===== config.mk =====
export PLATFORM = sky130hd
export DESIGN_NAME = ftsm_div_cell
export DESIGN_NICKNAME = d
export VERILOG_FILES = /design/src/hdl/ftsm_pkg.sv /design/src/hdl/ftsm_div_cell.sv
export SDC_FILE = /design/constraint.sdc
export NUM_CORES = 1
export LEC_CHECK = 0
export BUFFER_PORTS_ARGS = -buffer_cell sky130_fd_sc_hd__buf_2
export CAP_MARGIN = 10
export CORE_AREA = 2 2 159 161
export CTS_BUF_LIST = sky130_fd_sc_hd__clkbuf_8
export DETAILED_ROUTE_END_ITERATION = 10
export DIE_AREA = 0 0 161 163
export PLACE_DENSITY = 0.61
export SLEW_MARGIN = 15
export SYNTH_ARGS = -nofsm -noshare
export SYNTH_HDL_FRONTEND = slang
export SYNTH_SLANG_ARGS = --single-unit

===== constraint.sdc =====
create_clock -name clock -period 6.07 [get_ports clock]
set_clock_uncertainty 0.1 [all_clocks]
set_input_delay 1.821 -clock clock [delete_from_list [all_inputs] [get_ports clock]]
set_output_delay 1.821 -clock clock [all_outputs]
set_load 0.01 [all_outputs]

===== src/hdl/ftsm_pkg.sv =====
`default_nettype none
package ftsm_pkg;

   localparam int FRAGS_PER_BLOCK      = 4;
   localparam int SECTORS_PER_FRAGMENT = 2;
   localparam int SECTORS_PER_FS_BLOCK = 8;
   localparam int OFFSET_ENTRIES       = 32;

   localparam int FRAG_W   = 31;
   localparam int COUNT_W  = 16;
   localparam int IDX_W    = 5;
   localparam int VAL_W    = 16;
   localparam int SECTOR_W = 32;
   localparam int NSEC_W   = 17;
   localparam int DIV_W    = 16;
   localparam int SPT_W    = 10;
   localparam int HEAD_W   = 8;
   localparam int GEO_W    = SPT_W + HEAD_W;
   localparam int BLOCK_W  = FRAG_W;
   localparam int SET_W    = DIV_W;
   localparam int SUM_W    = 48;
   localparam int PROD_W   = COUNT_W + 5;
   localparam int TBL_AW   = $clog2(OFFSET_ENTRIES);
   localparam int LATENCY  = BLOCK_W + SET_W + 3;

   localparam logic [1:0] MODE_ROT  = 2'd0;
   localparam logic [1:0] MODE_SCSI = 2'd1;

   localparam logic [2:0] CSR_MODE = 3'd0;
   localparam logic [2:0] CSR_BPC  = 3'd1;
   localparam logic [2:0] CSR_BPRS = 3'd2;
   localparam logic [2:0] CSR_SPT  = 3'd3;
   localparam logic [2:0] CSR_HEAD = 3'd4;
   localparam logic [2:0] CSR_TPRS = 3'd5;

   typedef enum logic [1:0] {
      ST_OK    = 2'd0,
      ST_MODE  = 2'd1,
      ST_INDEX = 2'd2,
      ST_OVER  = 2'd3
   } status_type;

   typedef struct packed {
      logic               valid;
      logic               func;
      logic [FRAG_W-1:0]  first_frag;
      logic [COUNT_W-1:0] frag_count;
      logic               is_write;
      logic [IDX_W-1:0]   table_index;
      logic [VAL_W-1:0]   table_value;
      logic [BLOCK_W-1:0] num;
      logic [BLOCK_W-1:0] quo;
      logic [DIV_W-1:0]   rem;
      logic [BLOCK_W-1:0] cyl;
      logic [DIV_W-1:0]   in_cyl;
   } stage_type;

endpackage
`default_nettype wire


===== src/hdl/ftsm_div_cell.sv =====
`default_nettype none
module ftsm_div_cell (
   input  wire logic                          clock,
   input  wire logic                          reset,
   input  wire ftsm_pkg::stage_type           prev_stage,
   input  wire logic [ftsm_pkg::DIV_W-1:0]    divisor,
   output      ftsm_pkg::stage_type           next_stage
);

   ftsm_pkg::stage_type              stage_ff;
   ftsm_pkg::stage_type              stage_in;
   logic [ftsm_pkg::DIV_W:0]         trial;

   // one restoring division step per cell
   always_comb begin
      stage_in = prev_stage;
      trial    = {prev_stage.rem, prev_stage.num[ftsm_pkg::BLOCK_W-1]};
      stage_in.num = {prev_stage.num[ftsm_pkg::BLOCK_W-2:0], 1'b0};
      if (trial >= {1'b0, divisor}) begin
         stage_in.rem = ftsm_pkg::DIV_W'(trial - {1'b0, divisor});
         stage_in.quo = {prev_stage.quo[ftsm_pkg::BLOCK_W-2:0], 1'b1};
      end else begin
         stage_in.rem = trial[ftsm_pkg::DIV_W-1:0];
         stage_in.quo = {prev_stage.quo[ftsm_pkg::BLOCK_W-2:0], 1'b0};
      end
   end

   always_ff @(posedge clock) begin
      if (reset) begin
         stage_ff.valid <= 1'b0;
      end else begin
         stage_ff <= stage_in;
      end
   end

   assign next_stage = stage_ff;

endmodule
`default_nettype wire


==> impl_metrics.ini <==
[cells_and_area]
largest_reg_flops = 195
final_cell_mix = buf_2, edfxtp_1, inv_1, clkbuf_8, ha_1
final_util = 0.398
nNetsFinal = 988
layout.cells.non_filler = 1102
drive_gt1_frac = 0.604
n_fill_cell = 2361
final_common_cell = buf_2
area_growth_pct = 41.7

[clock_network]
cts.path.max_buffers = 2
post_cts_buffers = 0
cts_num_sinks = 195
cts_tree = built
clk_pin_slew_ns = 0.13
cts_root_buf = clkbuf_8
cts-hold-fix-buffers = 0
cts_htree_levels = 4
post_cts_resized = 0
cts_buffers = 17

[power]
p_switching_w = 0.000798
power_density_mw_per_mm2 = 297
peakVddDrop_v = 0.000121
combPwrFrac = 0.139
p_leak_nw = 4.29
switching_share = 0.274
seqPwrFrac = 0.562
clkPwrFrac = 0.299
power_w = 0.00292
power.internal_w = 0.00212

[sta]
relSlewSlack = 0.577
fin_crit_sh = 0.688
fin_tns_setup_ns = 0
timing.fmax_mhz = 240
setup_viol = 0
rsz0062_at_grt = false
finalHoldViolCount = 0
fin_crit_ns = 4.18
tightest_slew_ns = 0.635
drv_slew = 0

[global_route]
grt_pass1_vias = 4408
overflow = 0
antenna_found_initial = 3
grt_pass1_wl_um = 26100
grt_use_total = 0.134
grt_max_degree = 115

[synthesis]
synth.avg_cell_area_um2 = 20.9
synth_edf_count = 194
syn-num-nets = 562
async_flop_share = 0
synth.distinct_cells = 48
synth-main-ff-cell = edfxtp_1
yosys_warnings = 0
synth_top_area_cell = edfxtp_1
synth_top_cells_by_area = edfxtp_1, ha_1, mux2_4, inv_1, mux2_2
synth_top_area_share = 0.841
synth-seq-cells = 195
syn_inst = 331
synth_area_mm2 = 0.00692
synth_seq_area_share = 0.844

[routing]
drc = 0
drtAntennaViolNets = 0
drt_first_pass_iters = 4
routed_wl_um = 18600
wl_per_cell_um = 16.9
vias_per_cell = 4.03
first_iter_violations = 237
vias = 4442

[job]
maxCapViolCount = 0

[worst_setup_path]
cp.arrival_ns = 4.29
endpoint_kind = register
crit_fanout = 9
critPathKind = input pin to register
cp-start-kind = input pin
required_ns = 6.18

[min_path]
whs_path_depth = 1
holdCritPathClass = input pin to register

[floorplan]
start_util = 0.281
row_count = 58
pin_count = 410
die-width_um = 161
die_area_mm2 = 0.0262
core_area_mm2 = 0.0247
die_y_um = 163

[placed_design]
io_buffer_count = 407
post-dp-hpwl_um = 14500
gp_congestion = 0.759
placedCellCount = 1068

[outcome]
status = complete, no violations
-- per-stage QoR --
stage	worst slack [ns]	cell area, um^2	hold WS [ns]
after CTS	1.90	9810	1.38
final	1.89	9810	1.42
after global routing	1.77	9810	1.37
after detailed placement	1.38	9390	1.90
after floorplan	0.931	6930	1.79
after global placement	1.40	9390	1.90
-- path summary, 6_finish.rpt --
| kind | slack (ns) | to | startpoint |
|---|---|---|---|
| worst min-delay path | 1.42 | next_stage[95] | prev_stage[94] |
| worst max-delay path | 1.89 | next_stage[54] | prev_stage[49] |
-- area by class of cell --
class,instances,area [um^2],share of cell area
Antenna cell,2,5.00,0.000510
Clock buffer,17,234,0.0238
Clock inverter,15,186,0.0190
Inverter,21,82.6,0.00842
Multi-Input combinational cell,112,961,0.0979
Sequential cell,195,5850,0.596
Tap cell,330,413,0.0421
Timing Repair Buffer,410,2080,0.212
-- cells in the mapped netlist, types with 2 or more instances --
| cell type | count |
|---|---|
| nand3_1 | 2 |
| mux2_4 | 7 |
| edfxtp_1 | 194 |
| o21ai_0 | 8 |
| mux2_2 | 6 |
| a21o_1 | 6 |
| ha_1 | 16 |
| a31oi_1 | 3 |
| nand2b_1 | 3 |
| a21oi_1 | 6 |
| nand2_1 | 7 |
| o31a_1 | 2 |
| nor2b_1 | 2 |
| xor2_1 | 5 |
| nor2_1 | 3 |
| xnor2_1 | 5 |
| o21a_1 | 4 |
| inv_1 | 21 |
| mux2i_1 | 2 |
-- worst max-delay path, cell delays in order --
cell and delay, ns:
buf_2 0.11, ha_1 0.35, o21a_1 0.15, o31a_1 0.18, nor2_2 0.05, o221a_2 0.31, o21ai_2 0.22, a31o_1 0.45
buf_4 0.29, mux2_2 0.36
-- metal layers --
metal | track usage | up-vias | wire (um)
li1 | - | 2138 | -
met3 | 0.0512 | 14 | 1530
met1 | 0.154 | 2090 | 7180
met2 | 0.237 | 198 | 9730
met4 | 0.0337 | 2 | 123
met5 | 0 | - | 13
-- power by group through the flow --
| stage | logic, W | registers, W | clock network (W) |
|---|---|---|---|
| floorplan | 0.000129 | 0.00174 | 0 |
| global placement | 0.000408 | 0.00167 | 0 |
| detailed placement | 0.000412 | 0.00167 | 0 |
| CTS | 0.000414 | 0.00164 | 0.000915 |
| global route | 0.000441 | 0.00165 | 0.000964 |
| finish | 0.000405 | 0.00164 | 0.000872 |
-- cell families (layout without fill, tap and decap cells) --
logic type,count (synthesis),count (layout),synth area share
compound gates,42,42,0.0426
flops,195,195,0.844
buf+inv,24,463,0.0170
simple gates,27,27,0.0233
other cells,1,3,0.000542
xor+xnor,10,10,0.0126
fa+ha+maj,17,17,0.0318
mux,15,15,0.0278
Power figures use the tool's default switching activity.
