File: config.mk
export PLATFORM = sky130hd
export DESIGN_NAME = ftsm_map_tail
export DESIGN_NICKNAME = d
export VERILOG_FILES = /design/src/hdl/ftsm_pkg.sv /design/src/hdl/ftsm_map_tail.sv
export SDC_FILE = /design/constraint.sdc
export NUM_CORES = 2
export LEC_CHECK = 0
export ABC_AREA = 1
export CORE_ASPECT_RATIO = 0.6
export CORE_MARGIN = 1.5
export CORE_UTILIZATION = 55
export CTS_CLUSTER_DIAMETER = 80
export DETAILED_ROUTE_END_ITERATION = 6
export DONT_BUFFER_PORTS = 1
export PLACE_DENSITY_LB_ADDON = 0.3
export REMOVE_ABC_BUFFERS = 1
export SYNTH_ARGS = -nofsm -noshare
export SYNTH_HDL_FRONTEND = slang
export SYNTH_SLANG_ARGS = --single-unit
export TNS_END_PERCENT = 50
File: constraint.sdc
create_clock -name clock -period 6.9 [get_ports clock]
set_input_delay 1.725 -clock clock [delete_from_list [all_inputs] [get_ports clock]]
set_output_delay 1.725 -clock clock [all_outputs]
set_load 0.005 [all_outputs]
File: src/hdl/ftsm_pkg.sv
`default_nettype none
package ftsm_pkg;

   localparam int FRAGS_PER_BLOCK      = 4;
   localparam int SECTORS_PER_FRAGMENT = 2;
   localparam int SECTORS_PER_FS_BLOCK = 8;
   localparam int OFFSET_ENTRIES       = 32;

   localparam int FRAG_W   = 31;
   localparam int COUNT_W  = 16;
   localparam int IDX_W    = 5;
   localparam int VAL_W    = 16;
   localparam int SECTOR_W = 32;
   localparam int NSEC_W   = 17;
   localparam int DIV_W    = 16;
   localparam int SPT_W    = 10;
   localparam int HEAD_W   = 8;
   localparam int GEO_W    = SPT_W + HEAD_W;
   localparam int BLOCK_W  = FRAG_W;
   localparam int SET_W    = DIV_W;
   localparam int SUM_W    = 48;
   localparam int PROD_W   = COUNT_W + 5;
   localparam int TBL_AW   = $clog2(OFFSET_ENTRIES);
   localparam int LATENCY  = BLOCK_W + SET_W + 3;

   localparam logic [1:0] MODE_ROT  = 2'd0;
   localparam logic [1:0] MODE_SCSI = 2'd1;

   localparam logic [2:0] CSR_MODE = 3'd0;
   localparam logic [2:0] CSR_BPC  = 3'd1;
   localparam logic [2:0] CSR_BPRS = 3'd2;
   localparam logic [2:0] CSR_SPT  = 3'd3;
   localparam logic [2:0] CSR_HEAD = 3'd4;
   localparam logic [2:0] CSR_TPRS = 3'd5;

   typedef enum logic [1:0] {
      ST_OK    = 2'd0,
      ST_MODE  = 2'd1,
      ST_INDEX = 2'd2,
      ST_OVER  = 2'd3
   } status_type;

   typedef struct packed {
      logic               valid;
      logic               func;
      logic [FRAG_W-1:0]  first_frag;
      logic [COUNT_W-1:0] frag_count;
      logic               is_write;
      logic [IDX_W-1:0]   table_index;
      logic [VAL_W-1:0]   table_value;
      logic [BLOCK_W-1:0] num;
      logic [BLOCK_W-1:0] quo;
      logic [DIV_W-1:0]   rem;
      logic [BLOCK_W-1:0] cyl;
      logic [DIV_W-1:0]   in_cyl;
   } stage_type;

endpackage
`default_nettype wire

File: src/hdl/ftsm_map_tail.sv
`default_nettype none
module ftsm_map_tail (
   input  wire logic                             clock,
   input  wire logic                             reset,
   input  wire ftsm_pkg::stage_type              last_stage,
   input  wire logic [1:0]                       mapping_mode,
   input  wire logic [ftsm_pkg::GEO_W-1:0]       sectors_per_cyl,
   input  wire logic [ftsm_pkg::GEO_W-1:0]       sectors_per_set,
   output      logic                             rsp_strobe,
   output      logic [ftsm_pkg::SECTOR_W-1:0]    rsp_start_sector,
   output      logic [ftsm_pkg::NSEC_W-1:0]      rsp_sector_count,
   output      logic                             rsp_write_dir,
   output      logic [1:0]                       rsp_status
);

   logic [ftsm_pkg::VAL_W-1:0]  table_ff [ftsm_pkg::OFFSET_ENTRIES];

   logic                          a_valid_ff, a_func_ff, a_dir_ff, a_bad_ff;
   logic [ftsm_pkg::NSEC_W-1:0]   a_nsec_ff, a_nsec_in;
   logic                          a_bad_in;
   logic [ftsm_pkg::SUM_W-1:0]    a_cylb_ff, a_cylb_in, a_setb_ff, a_setb_in;
   logic [ftsm_pkg::SUM_W-1:0]    a_toff_ff, a_toff_in, a_foff_ff, a_foff_in;
   logic [ftsm_pkg::SUM_W-1:0]    a_plus_ff, a_plus_in, a_minus_ff, a_minus_in;
   logic [ftsm_pkg::PROD_W-1:0]   nsec_prod;
   logic [ftsm_pkg::BLOCK_W-1:0]  block;
   logic                          load_ok;

   logic                          b_valid_ff, b_func_ff, b_dir_ff, b_bad_ff;
   logic [ftsm_pkg::NSEC_W-1:0]   b_nsec_ff;
   logic [ftsm_pkg::SUM_W-1:0]    b_rot_ff, b_rot_in, b_plus_ff, b_plus_in, b_minus_ff;

   logic                          out_valid_ff;
   logic [ftsm_pkg::SECTOR_W-1:0] out_start_ff, out_start_in;
   logic [ftsm_pkg::NSEC_W-1:0]   out_nsec_ff, out_nsec_in;
   logic                          out_dir_ff;
   ftsm_pkg::status_type          out_status_ff, out_status_in;
   logic [ftsm_pkg::SUM_W-1:0]    diff;

   // stage a: table access, products
   always_comb begin
      load_ok   = 32'(last_stage.table_index) < ftsm_pkg::OFFSET_ENTRIES;
      block     = ftsm_pkg::BLOCK_W'(last_stage.first_frag / ftsm_pkg::FRAGS_PER_BLOCK);
      nsec_prod = ftsm_pkg::PROD_W'(last_stage.frag_count)
                  * ftsm_pkg::PROD_W'(ftsm_pkg::SECTORS_PER_FRAGMENT);
      if (nsec_prod > ftsm_pkg::PROD_W'({ftsm_pkg::NSEC_W{1'b1}})) begin
         a_nsec_in = {ftsm_pkg::NSEC_W{1'b1}};
      end else begin
         a_nsec_in = nsec_prod[ftsm_pkg::NSEC_W-1:0];
      end
      if (last_stage.func) begin
         a_bad_in = !load_ok;
      end else begin
         a_bad_in = 32'(last_stage.rem) >= ftsm_pkg::OFFSET_ENTRIES;
      end
      a_cylb_in  = ftsm_pkg::SUM_W'(sectors_per_cyl) * ftsm_pkg::SUM_W'(last_stage.cyl);
      a_setb_in  = ftsm_pkg::SUM_W'(sectors_per_set)
                   * ftsm_pkg::SUM_W'(last_stage.quo[ftsm_pkg::SET_W-1:0]);
      a_toff_in  = ftsm_pkg::SUM_W'(table_ff[last_stage.rem[ftsm_pkg::TBL_AW-1:0]]);
      a_foff_in  = ftsm_pkg::SUM_W'(last_stage.first_frag % ftsm_pkg::FRAGS_PER_BLOCK)
                   * ftsm_pkg::SUM_W'(ftsm_pkg::SECTORS_PER_FRAGMENT);
      a_plus_in  = ftsm_pkg::SUM_W'(last_stage.first_frag)
                   * ftsm_pkg::SUM_W'(ftsm_pkg::SECTORS_PER_FRAGMENT);
      a_minus_in = ftsm_pkg::SUM_W'(block - ftsm_pkg::BLOCK_W'(last_stage.in_cyl))
                   * ftsm_pkg::SUM_W'(ftsm_pkg::SECTORS_PER_FS_BLOCK);
   end

   always_ff @(posedge clock) begin
      if (last_stage.valid && last_stage.func && load_ok) begin
         table_ff[last_stage.table_index[ftsm_pkg::TBL_AW-1:0]] <= last_stage.table_value;
      end
   end

   always_ff @(posedge clock) begin
      if (reset) begin
         a_valid_ff <= 1'b0;
      end else begin
         a_valid_ff <= last_stage.valid;
      end
      a_func_ff  <= last_stage.func;
      a_dir_ff   <= last_stage.is_write;
      a_bad_ff   <= a_bad_in;
      a_nsec_ff  <= a_nsec_in;
      a_cylb_ff  <= a_cylb_in;
      a_setb_ff  <= a_setb_in;
      a_toff_ff  <= a_toff_in;
      a_foff_ff  <= a_foff_in;
      a_plus_ff  <= a_plus_in;
      a_minus_ff <= a_minus_in;
   end

   // stage b: sums
   assign b_rot_in  = a_cylb_ff + a_setb_ff + a_toff_ff + a_foff_ff;
   assign b_plus_in = a_cylb_ff + a_plus_ff;

   always_ff @(posedge clock) begin
      if (reset) begin
         b_valid_ff <= 1'b0;
      end else begin
         b_valid_ff <= a_valid_ff;
      end
      b_func_ff  <= a_func_ff;
      b_dir_ff   <= a_dir_ff;
      b_bad_ff   <= a_bad_ff;
      b_nsec_ff  <= a_nsec_ff;
      b_rot_ff   <= b_rot_in;
      b_plus_ff  <= b_plus_in;
      b_minus_ff <= a_minus_ff;
   end

   // stage c: range checks and result select
   always_comb begin
      diff          = b_plus_ff - b_minus_ff;
      out_start_in  = '0;
      out_nsec_in   = b_nsec_ff;
      out_status_in = ftsm_pkg::ST_OK;
      if (b_func_ff) begin
         out_nsec_in = '0;
         if (b_bad_ff) begin
            out_status_in = ftsm_pkg::ST_INDEX;
         end
      end else if (mapping_mode == ftsm_pkg::MODE_ROT) begin
         if (b_bad_ff) begin
            out_status_in = ftsm_pkg::ST_INDEX;
         end else if (b_rot_ff[ftsm_pkg::SUM_W-1:ftsm_pkg::SECTOR_W] != '0) begin
            out_status_in = ftsm_pkg::ST_OVER;
         end else begin
            out_start_in = b_rot_ff[ftsm_pkg::SECTOR_W-1:0];
         end
      end else if (mapping_mode == ftsm_pkg::MODE_SCSI) begin
         if (b_minus_ff > b_plus_ff
             || diff[ftsm_pkg::SUM_W-1:ftsm_pkg::SECTOR_W] != '0) begin
            out_status_in = ftsm_pkg::ST_OVER;
         end else begin
            out_start_in = diff[ftsm_pkg::SECTOR_W-1:0];
         end
      end else begin
         out_status_in = ftsm_pkg::ST_MODE;
      end
   end

   always_ff @(posedge clock) begin
      if (reset) begin
         out_valid_ff <= 1'b0;
      end else begin
         out_valid_ff <= b_valid_ff;
      end
      out_start_ff  <= out_start_in;
      out_nsec_ff   <= out_nsec_in;
      out_dir_ff    <= b_dir_ff;
      out_status_ff <= out_status_in;
   end

   assign rsp_strobe       = out_valid_ff;
   assign rsp_start_sector = out_start_ff;
   assign rsp_sector_count = out_nsec_ff;
   assign rsp_write_dir    = out_dir_ff;
   assign rsp_status       = out_status_ff;

endmodule
`default_nettype wire

==> metrics.txt <==
status finished with violations; failing checks design-rule violations; WL/cell 21.2 µm; Remaining DRCs 5; hold path cells 0; cell taking the most area after synthesis edfxtp_1; DR iter-0 viols 6129; CP max stage cell fa_1; first-pass GRT wire length 293000 µm; core area 0.119 mm²; Slew Limit Headroom 28.7%; share of the synthesized area in the top cell type 23.2%; Worst Clk Skew 0.0558 ns; Worst EP required 7.49 ns; drt first pass iters 7; final instance area 0.0709 mm²; Netlist cell types 55; num ports 289; Die H 272 µm; Post-CTS Hold Buffers 0; Post-Route WL 191000 µm; total vias in the final route 50400; Worst Hold Class reg2reg; crit path DAT 7.09 ns; dominant cells by area after synthesis edfxtp_1 (23%), fa_1 (21%), dfxtp_1 (11%); full die area 0.122 mm²; initial antenna violation count 4; Critical Path Max Stage Delay 0.59 ns; Final Non-Filler Cells 9018; P&R area growth vs syn 7.23%; fin crit share 94.2%; largest net degree at the start of global routing 258; Crit. End Element flop; Final Hold Viols 0; clock slew at reported path FFs 0.06 ns; Worst-Skew Late Latency 0.70 ns; hold_ws 0.325 ns; vias in the first global route 49600; final setup fails 0; remaining global-route overflow 0; clock sinks 889; sequential share of the synthesized area 34.7%; R2R Setup Slk 2.53 ns; Buffers on Ports 0; CP cell instances nand2_1 -> fa_1 -> inv_1 -> fa_1 -> inv_1 -> fa_1 -> inv_1 -> fa_1 -> fa_1 -> inv_1 -> fa_1 -> inv_1 -> ha_1 -> nand2_1 -> nor2_1 -> nand4_1 -> nor2_1 -> nor2_1 -> o21ai_1 -> nand3_1 -> nand2_1 -> a21boi_0 -> o21ai_0 -> xor2_1; Seq cells post-synth 889; Clock Path Buffers 3; min Tclk post-route 6.50 ns; post-route ant nets 0; WS Path Type in2reg; vias per cell 5.59; crit-path most repeated cell fa_1; Total Routing Usage GR 31.3%; Worst R2R End rsp_start_sector[28]; Site Rows 98; Synth Area per Inst 8.90 µm²; Hold Path Sink b_dir_ff; Die X-Extent 451 µm; Post-Syn Instances 7433; H-tree depth 3; CTS tree done; FF-to-FF Start b_minus_ff[46]; layout cells sized above 1 4.30%; Worst Setup Start Kind input pin; Hold Startpoint a_dir_ff; Max Fclk 0.154 GHz; Max Cap Viol 0; actual slew at the worst max-slew pin 1.07 ns; RSZ-0062 raised after global routing false; gpl congestion 0.954; yosys warns 0; final-stage net count 8683; fin. max-slew vios 0; Root Buffer clkbuf_16; path depth of the worst reg2reg path 15; dpl cell area 0.0679 mm²; Inst Count DP 8852; synthesized area 0.0661 mm²; initial core utilization 55.5%; Worst Path Max Fanout 18; detailed-placement wirelength estimate 144000 µm; CTS Buf Count 85
-- layout by cell type, fill, tap and decap left out, types with 86 or more instances in the layout --
cell       count
inv_1       1610
nand3_1      140
edfxtp_1     512
nor2_1       595
a21oi_1      273
buf_4        126
o221ai_1     105
fa_1         707
o21ai_0      374
dfxtp_1      376
ha_1         401
nand2_1     1464
clkbuf_16     86
xor2_1       141
-- registers in the layout (all words and copies together) (netlist names), 30 cells and up --
| name | cells |
|---|---|
| b_plus_ff | 48 |
| b_minus_ff | 30 |
| a_minus_ff | 30 |
| a_plus_ff | 31 |
| rsp_start_sector | 32 |
| table_ff | 512 |
| a_cylb_ff | 48 |
| b_rot_ff | 48 |
| a_setb_ff | 34 |
-- synth_stat cells, drive strengths merged --
| cell type | count |
|---|---|
| o221a | 1 |
| nand3 | 143 |
| o22ai | 31 |
| xor2 | 141 |
| o31ai | 5 |
| a21oi | 274 |
| nand2 | 1477 |
| a21o | 11 |
| dfxtp | 377 |
| nor3b | 1 |
| inv | 1619 |
| and2 | 4 |
| o2111ai | 3 |
| or2 | 3 |
| o21ai | 387 |
| o211ai | 5 |
| a31o | 1 |
| xnor2 | 77 |
| nand3b | 5 |
| nor4 | 15 |
| nor3 | 31 |
| nor2 | 610 |
| a31oi | 55 |
| o21bai | 12 |
| clkinv | 2 |
| buf | 28 |
| a211oi | 5 |
| a32oi | 16 |
| o221ai | 105 |
| ha | 401 |
| o21a | 19 |
| o311ai | 1 |
| o41ai | 1 |
| a221oi | 1 |
| a21boi | 13 |
| fa | 707 |
| edfxtp | 512 |
| clkbuf | 280 |
| nand4 | 53 |
| conb | 1 |
-- area by class of cell --
| class | instances | area [µm²] |
|---|---|---|
| Antenna cell | 6 | 15.0 |
| Clock inverter | 46 | 609 |
| Fill cell | 10200 | 48300 |
| Clock buffer | 114 | 2370 |
| Multi-Input combinational cell | 4615 | 35900 |
| Timing Repair Buffer | 127 | 966 |
| Tap cell | 1600 | 2000 |
| Sequential cell | 889 | 22900 |
| Inverter | 1621 | 6090 |
-- critical path, delay by kind of cell --
kind / cells / cell delay (ns)
compound gates: 3 / 0.61
buf+inv: 5 / 0.30
simple gates: 8 / 0.82
fa+ha+maj: 7 / 3.47
xor+xnor: 1 / 0.15
-- per-stage QoR --
step,worst slack [ns],utilization (%),setup TNS (ns)
6_report,0.402,59.5,0
3_5_place_dp,-0.253,57.0,-2.17
3_3_place_gp,-0.217,57.0,-1.60
4_1_cts,0.424,59.5,0
5_1_grt,0.0720,59.5,0
2_1_floorplan,0.256,-,0
-- worst max-delay path by stage --
stage                        from            end  slack (ns)  cells after the start
2_1_floorplan      last_stage[23]  a_cylb_ff[39]        0.26                     24
6_report           last_stage[23]  a_cylb_ff[43]        0.40                     24
5_1_grt        sectors_per_cyl[9]  a_cylb_ff[43]        0.07                     24
4_1_cts        sectors_per_cyl[9]  a_cylb_ff[39]        0.42                     24
3_5_place_dp   sectors_per_cyl[9]  a_cylb_ff[39]       -0.25                     24
3_3_place_gp   sectors_per_cyl[9]  a_cylb_ff[39]       -0.22                     24
-- cell families (layout without fill, tap and decap cells) --
group,count (synthesis),in the layout,synth area share (%)
fa+ha+maj,1108,1108,29.0
simple gates,2342,2342,14.1
flops,889,889,34.7
xor+xnor,218,218,2.89
other cells,1,7,0.00567
compound gates,946,946,8.35
buf+inv,1929,1908,11.0
-- what timing repair did --
action,in CTS,in global routing
gates resized for setup,0,1
buffers inserted,0,0
endpoints found under the setup margin,0,1
-- metal layers --
metal | global-route usage (%) | up-vias | part of all wire, %
met5 | 0 | - | 0.0063
met4 | 6.49 | 2 | 1.9
met3 | 8.72 | 254 | 14
met2 | 41.0 | 3035 | 38
met1 | 50.5 | 24200 | 46
li1 | - | 22900 | -
Power is not shown: default switching activity piles up to over one toggle a cycle in this logic, so the estimate is an artifact.
